[config.mk]
export PLATFORM = sky130hd
export DESIGN_NAME = bounded_value_set_table_unit
export DESIGN_NICKNAME = d
export VERILOG_FILES = /design/src/rtl/core/bvst_pkg.sv /design/src/rtl/core/bounded_value_set_table_unit.sv
export SDC_FILE = /design/constraint.sdc
export NUM_CORES = 2
export LEC_CHECK = 0
export BUFFER_PORTS_ARGS = -buffer_cell sky130_fd_sc_hd__buf_2
export CORE_UTILIZATION = 51
export CTS_BUF_LIST = sky130_fd_sc_hd__clkbuf_16
export CTS_CLUSTER_SIZE = 25
export DETAILED_ROUTE_END_ITERATION = 8
export GPL_ROUTABILITY_DRIVEN = 0
export PLACE_DENSITY_LB_ADDON = 0.1
export SYNTH_ARGS = -nofsm -noshare
export SYNTH_HDL_FRONTEND = slang
export SYNTH_SLANG_ARGS = --single-unit
export TNS_END_PERCENT = 10
[constraint.sdc]
create_clock -name clk -period 7.8 [get_ports clk]
set_clock_uncertainty 0.05 [all_clocks]
set_input_delay 1.17 -clock clk [delete_from_list [all_inputs] [get_ports clk]]
set_output_delay 1.17 -clock clk [all_outputs]
set_load 0.03 [all_outputs]
[src/rtl/core/bvst_pkg.sv]
// Package for the bounded value set table: capacity, derived widths, status codes
// and a helper for the count output.
// Depends on nothing; used by bounded_value_set_table_unit.
package bvst_pkg;

	localparam int CAPACITY = 128;

	localparam int VALUE_W = 32;
	localparam int SET_COUNT_W = 8;
	localparam int STATUS_W = 3;

	// The memory index needs enough bits for the depth.
	// The count needs one more value, so that it can hold CAPACITY itself.
	localparam int IDX_W = $clog2(CAPACITY);
	localparam int CNT_W = $clog2(CAPACITY + 1);

	localparam logic [CNT_W-1:0] CAP_CNT = CNT_W'(CAPACITY);

	typedef enum logic [STATUS_W-1:0] {
		ST_INSERTED = 3'd0,
		ST_DUPLICATE = 3'd1,
		ST_FULL = 3'd2,
		ST_REMOVED = 3'd3,
		ST_NOT_FOUND = 3'd4
	} status_t;

	// Gives the low bits of the count at the width of the set_count field,
	// padding with zeros when the count is narrower.
	function automatic logic [SET_COUNT_W-1:0] to_set_count(input logic [CNT_W-1:0] cnt);
		logic [CNT_W+SET_COUNT_W-1:0] ext;
		ext = {{SET_COUNT_W{1'b0}}, cnt};
		return ext[SET_COUNT_W-1:0];
	endfunction

endpackage

[src/rtl/core/bounded_value_set_table_unit.sv]
// Top level of the bounded value set table: sequencer, entry memory and output register.
// Depends on bvst_pkg for the capacity, widths and status codes.
// Takes one request word at a time and returns one result word per request.

// The unit holds a set of distinct 32-bit values in a memory of bvst_pkg::CAPACITY
// entries, kept in insertion order, with a count of held entries. Each request word
// (insert or remove) yields exactly one result word carrying the new count and a status.
// Requests are handled one at a time: in_stall is high from acceptance until the result
// has been placed in the output register, which may still be waiting to be taken while the
// next request is accepted. Timing is set by the single memory read port, which the
// search walks one entry per cycle, and by its registered data, so that each entry is
// compared in the cycle after it is read. An insert into a full table goes straight to
// the result; a request that finds no match first compares every held entry; a request
// that matches stops its search at the hit, and a remove that matches before the last
// entry then moves the later entries down one place, one per cycle. The result then
// waits in S_FINISH while the previous result is still held up in the output register.
// Values are compared as raw bit patterns. Entries at or above the count are never read,
// so the memory needs no clearing after reset and the unit is ready straight away.
module bounded_value_set_table_unit (
	input  logic                                clk,
	input  logic                                arst_n,
	input  logic                                in_valid,
	output logic                                in_stall,
	input  logic                                req_type,
	input  logic signed [bvst_pkg::VALUE_W-1:0] value,
	output logic                                out_valid,
	input  logic                                out_stall,
	output logic [bvst_pkg::SET_COUNT_W-1:0]    set_count,
	output logic [bvst_pkg::STATUS_W-1:0]       status
);

	typedef enum logic [1:0] {
		S_IDLE,
		S_SEARCH,
		S_SHIFT,
		S_FINISH
	} state_t;

	state_t state_q;

	// Request being worked on.
	logic                          remove_q;
	logic [bvst_pkg::VALUE_W-1:0]  value_q;

	// Number of held entries.
	logic [bvst_pkg::CNT_W-1:0]    count_q;

	// idx_q is the next address to read. cmp_idx_q is the address whose data now
	// sits in rd_data_q, and cmp_vld_q says that this data is there at all.
	logic [bvst_pkg::CNT_W-1:0]    idx_q;
	logic [bvst_pkg::CNT_W-1:0]    cmp_idx_q;
	logic                          cmp_vld_q;

	bvst_pkg::status_t             status_pend_q;

	// Output register.
	logic                          out_valid_q;
	logic [bvst_pkg::SET_COUNT_W-1:0] set_count_q;
	bvst_pkg::status_t             status_q;

	// Entry memory: one write port and one registered read port.
	logic [bvst_pkg::VALUE_W-1:0]  mem [bvst_pkg::CAPACITY];
	logic [bvst_pkg::VALUE_W-1:0]  rd_data_q;

	logic                          rd_en;
	logic [bvst_pkg::IDX_W-1:0]    rd_addr;
	logic                          wr_en;
	logic [bvst_pkg::IDX_W-1:0]    wr_addr;
	logic [bvst_pkg::VALUE_W-1:0]  wr_data;

	logic                          in_accept;
	logic                          idx_in_range;
	logic                          hit;
	logic [bvst_pkg::CNT_W-1:0]    shift_dest;
	logic                          out_free;

	assign in_accept = in_valid && (state_q == S_IDLE);
	assign in_stall = (state_q != S_IDLE);

	assign idx_in_range = (idx_q < count_q);
	assign hit = cmp_vld_q && (rd_data_q == value_q);
	assign shift_dest = cmp_idx_q - bvst_pkg::CNT_W'(1);
	assign out_free = !out_valid_q || !out_stall;

	// Memory port control. During the search the read port walks the held entries;
	// a read is skipped once a hit has been seen. During the shift each entry read in
	// one cycle is written one place lower in the next.
	always_comb begin
		rd_en = 1'b0;
		rd_addr = idx_q[bvst_pkg::IDX_W-1:0];
		wr_en = 1'b0;
		wr_addr = count_q[bvst_pkg::IDX_W-1:0];
		wr_data = value_q;
		case (state_q)
			S_SEARCH: begin
				rd_en = !hit && idx_in_range;
				// A miss on insert appends the value behind the last held entry.
				wr_en = !hit && !idx_in_range && !remove_q;
			end
			S_SHIFT: begin
				rd_en = idx_in_range;
				wr_en = cmp_vld_q;
				wr_addr = shift_dest[bvst_pkg::IDX_W-1:0];
				wr_data = rd_data_q;
			end
			default: begin
				rd_en = 1'b0;
				wr_en = 1'b0;
			end
		endcase
	end

	always_ff @(posedge clk) begin
		if (wr_en) begin
			mem[wr_addr] <= wr_data;
		end
		if (rd_en) begin
			rd_data_q <= mem[rd_addr];
		end
	end

	// Sequencer and output register.
	always_ff @(posedge clk or negedge arst_n) begin
		if (!arst_n) begin
			state_q <= S_IDLE;
			remove_q <= 1'b0;
			value_q <= '0;
			count_q <= '0;
			idx_q <= '0;
			cmp_idx_q <= '0;
			cmp_vld_q <= 1'b0;
			status_pend_q <= bvst_pkg::ST_INSERTED;
			out_valid_q <= 1'b0;
			set_count_q <= '0;
			status_q <= bvst_pkg::ST_INSERTED;
		end else begin
			// In S_FINISH the output register is reloaded below whenever it is free.
			if (out_valid_q && !out_stall && (state_q != S_FINISH)) begin
				out_valid_q <= 1'b0;
			end

			case (state_q)
				S_IDLE: begin
					if (in_accept) begin
						remove_q <= req_type;
						value_q <= $unsigned(value);
						idx_q <= '0;
						cmp_vld_q <= 1'b0;
						// A full table drops an insert before any search.
						if (!req_type && (count_q >= bvst_pkg::CAP_CNT)) begin
							status_pend_q <= bvst_pkg::ST_FULL;
							state_q <= S_FINISH;
						end else begin
							state_q <= S_SEARCH;
						end
					end
				end

				S_SEARCH: begin
					if (hit) begin
						if (!remove_q) begin
							status_pend_q <= bvst_pkg::ST_DUPLICATE;
							state_q <= S_FINISH;
						end else if ((cmp_idx_q + bvst_pkg::CNT_W'(1)) < count_q) begin
							// Later entries exist and must move down one place.
							idx_q <= cmp_idx_q + bvst_pkg::CNT_W'(1);
							cmp_vld_q <= 1'b0;
							state_q <= S_SHIFT;
						end else begin
							// The last entry was hit, so dropping the count removes it.
							count_q <= count_q - bvst_pkg::CNT_W'(1);
							status_pend_q <= bvst_pkg::ST_REMOVED;
							state_q <= S_FINISH;
						end
					end else if (idx_in_range) begin
						cmp_idx_q <= idx_q;
						cmp_vld_q <= 1'b1;
						idx_q <= idx_q + bvst_pkg::CNT_W'(1);
					end else begin
						// Every held entry has been compared without a match.
						if (remove_q) begin
							status_pend_q <= bvst_pkg::ST_NOT_FOUND;
						end else begin
							count_q <= count_q + bvst_pkg::CNT_W'(1);
							status_pend_q <= bvst_pkg::ST_INSERTED;
						end
						state_q <= S_FINISH;
					end
				end

				S_SHIFT: begin
					if (idx_in_range) begin
						cmp_idx_q <= idx_q;
						cmp_vld_q <= 1'b1;
						idx_q <= idx_q + bvst_pkg::CNT_W'(1);
					end else begin
						// The last pending word is written this cycle.
						cmp_vld_q <= 1'b0;
						count_q <= count_q - bvst_pkg::CNT_W'(1);
						status_pend_q <= bvst_pkg::ST_REMOVED;
						state_q <= S_FINISH;
					end
				end

				S_FINISH: begin
					// Wait here only while the previous result is still held up.
					if (out_free) begin
						out_valid_q <= 1'b1;
						set_count_q <= bvst_pkg::to_set_count(count_q);
						status_q <= status_pend_q;
						state_q <= S_IDLE;
					end
				end

				default: begin
					state_q <= S_IDLE;
				end
			endcase
		end
	end

	assign out_valid = out_valid_q;
	assign set_count = set_count_q;
	assign status = status_q;

endmodule
==> results.json <==
{
  "drive_gt1_share_pct": 32.62,
  "fillers": 22490,
  "clock_path_buffers": 4,
  "final_util_pct": 57.82,
  "min_period_over_period_pct": 63.74,
  "route.detailed.drc": 0,
  "worstPathCellList": "buf_4 > buf_4 > mux4_2 > mux4_2 > a221oi_1 > o21ai_1 > and3_1",
  "synth-async-reset-ratio_pct": 1.784,
  "initial_core_util_pct": 51.34,
  "dieArea_mm2": 0.3196,
  "layout.nets": 7074,
  "drt_wl_total_mm": 427.1,
  "rows": 206,
  "finalHoldViolations": 0,
  "post_cts_buffers": 0,
  "drv_slew": 0,
  "synthToLayoutAreaGrowth_pct": 12.62,
  "wl_per_cell_um": 36.93,
  "numCtsBuffers": 424,
  "cts_hold_buffers": 0,
  "synth.area.top_cells": "edfxtp_1 (77%), mux4_2 (18%), dfrtp_1 (1.2%), mux2i_1 (0.61%), mux2_2 (0.61%)",
  "rr_endpoint": "rd_data_q[13]",
  "core_area_mm2": 0.3152,
  "ys_seq_elements": 4203,
  "grt_setup_unrepaired": "false",
  "yosysUniqueCellTypes": 57,
  "max_slew_margin_pct": 6.196,
  "multi_input_area_mm2": 0.03514,
  "drt-initial-drc-count": 9662,
  "clkLatencyLatePin_ps": 980,
  "cp_data_required_time_ps": 8450,
  "root_buffer": "clkbuf_16",
  "reg2reg_from": "idx_q[1]",
  "netlist.area_leader.share_pct": 76.59,
  "crit_path_end_kind": "flip-flop",
  "critPathArrivalTime_ps": 5620,
  "cts.sinks": 4203,
  "holdWs_ps": 68.51,
  "run_status": "complete, no violations",
  "worstSetupPathType": "reg -> reg",
  "vias_per_cell": 6.438,
  "max_freq_mhz": 201.1,
  "htreeDepth": 5,
  "crit_family": "compound AO/OA/AOI/OAI gates",
  "netlist_instances": 6630,
  "crit_buf_inv": 2,
  "finalSetupTns_ps": 0,
  "dp_hpwl_mm": 229.8,
  "power.density_mw_per_mm2": 350.0,
  "ctsResizeCount": 0,
  "place_area_mm2": 0.1688,
  "ys_seq_area_share_pct": 77.75,
  "finalPower_mw": 63.80,
  "ios": 50,
  "ys_warn_count": 0,
  "cts_tree": "built",
  "dr.pass1.iters": 5,
  "setup_violations": 0,
  "irDropWorstVdd_mv": 0.3293,
  "gr-total-overflow": 0,
  "r2r_cells": 7,
  "antenna_found_initial": 27,
  "port_buffers": 49,
  "synth_area_mm2": 0.1619,
  "crit_fanout": 42,
  "grt_max_degree": 160,
  "track_usage_pct": 27.06,
  "die_h_um": 565.3,
  "r2r_slack_ps": 2830,
  "worst_path_max_delay_cell": "dfrtp_4",
  "tightest_slew_ps": 1407,
  "syn-num-nets": 6691,
  "grt_pass1_wl_mm": 596.2,
  "final_cell_area_mm2": 0.1823,
  "path_clk_slew_ps": 70,
  "maxCapViolCount": 0,
  "critPathMaxStageDelay_ps": 800,
  "critPathLaunchType": "flip-flop",
  "layout_common_cells": "edfxtp_1 (4128), mux4_2 (1280), clkbuf_16 (429)",
  "p_leak_nw": 55.08,
  "synth_top_area_cell": "edfxtp_1",
  "mostFrequentLayoutCell": "edfxtp_1",
  "seqCellArea_mm2": 0.1259,
  "dieWidth_um": 565.3,
  "hold_path_class": "in -> async",
  "grt_pass1_vias": 75978,
  "syn_avg_cell_area_um2": 24.41,
  "vias": 74459,
  "fin_crit_ps": 4972,
  "synth_top_flop_cell": "edfxtp_1",
  "synth-edff-count": 4128,
  "ant_nets": 0
}
-- worst max-delay path by stage --
stage,startpoint,endpoint,slack (ps),cells after the start
2_1_floorplan,state_q[0],mem[0][13],120,6
3_3_place_gp,idx_q[1],mem[38][15],2890,11
3_5_place_dp,idx_q[1],mem[38][6],2800,11
4_1_cts,idx_q[1],mem[38][15],2750,11
5_1_grt,idx_q[1],mem[38][15],2550,11
6_report,idx_q[1],rd_data_q[13],2830,7
-- cells by family (layout without fill, tap and decap cells) --
| kind of cell | count (synthesis) | after routing | synth area share [%] |
|---|---|---|---|
| XOR/XNOR | 55 | 55 | 0.2976 |
| multiplexers | 1466 | 1466 | 19.03 |
| buffers and inverters | 382 | 1125 | 1.047 |
| AO/OA/AOI/OAI | 139 | 139 | 0.6053 |
| flip-flops | 4203 | 4203 | 77.75 |
| AND/OR/NAND/NOR | 361 | 361 | 1.087 |
| other | 0 | 32 | 0 |
| adder cells (fa/ha/maj) | 24 | 24 | 0.1855 |
-- registers in the layout, summed over array words and instances, names as in the netlist, 2 cells and up --
signal / flops
mem: 4096
set_count: 8
value_q: 32
state_q: 2
status: 3
status_pend_q: 3
count_q: 8
rd_data_q: 32
idx_q: 8
cmp_idx_q: 8
-- layer usage --
layer	global-route usage (%)	share of wire (%)	up-vias
met3	3.322	7.2	617
met1	37.10	39	41031
met4	10.13	3.9	6
met2	45.01	50	3232
met5	0	0.0080	-
li1	-	-	29573
-- power breakdown --
part	internal [mW]	switching [mW]	leakage, nW	total (mW)
clock network	10.9	8.55	6.93	19.5
registers	29.9	0.402	38.1	30.3
logic	4.08	9.93	10.1	14.0
total	44.9	18.9	55.1	63.8
-- stage by stage --
step                std cells  setup slack (ps)
global route            11558              2553
CTS                     11533              2749
finish                  11565              2828
floorplan                6630             122.3
detailed placement      10747              2799
global placement        10747              2887
-- layout make-up --
type	instances	share of cell area, %
antenna	32	0.04393
clock buffer	429	5.890
timing repair buffer	320	1.410
sequential	4203	69.05
tap	4160	2.856
clock inverter	357	1.436
multi-input combinational	2045	19.28
inverter	19	0.03913
-- cell usage after synthesis, types with 19 or more instances --
library cell  count
edfxtp_1       4128
mux4_2         1280
clkbuf_1        191
nor3_1          136
nand2_1         105
buf_2           101
mux2i_1          99
mux2_2           87
dfrtp_1          75
buf_1            47
and3_1           36
o21ai_1          34
a221oi_1         33
xnor2_1          30
nor2_1           29
xor2_1           25
ha_1             24
inv_1            19
No activity file was read; power rests on OpenSTA's default activity.
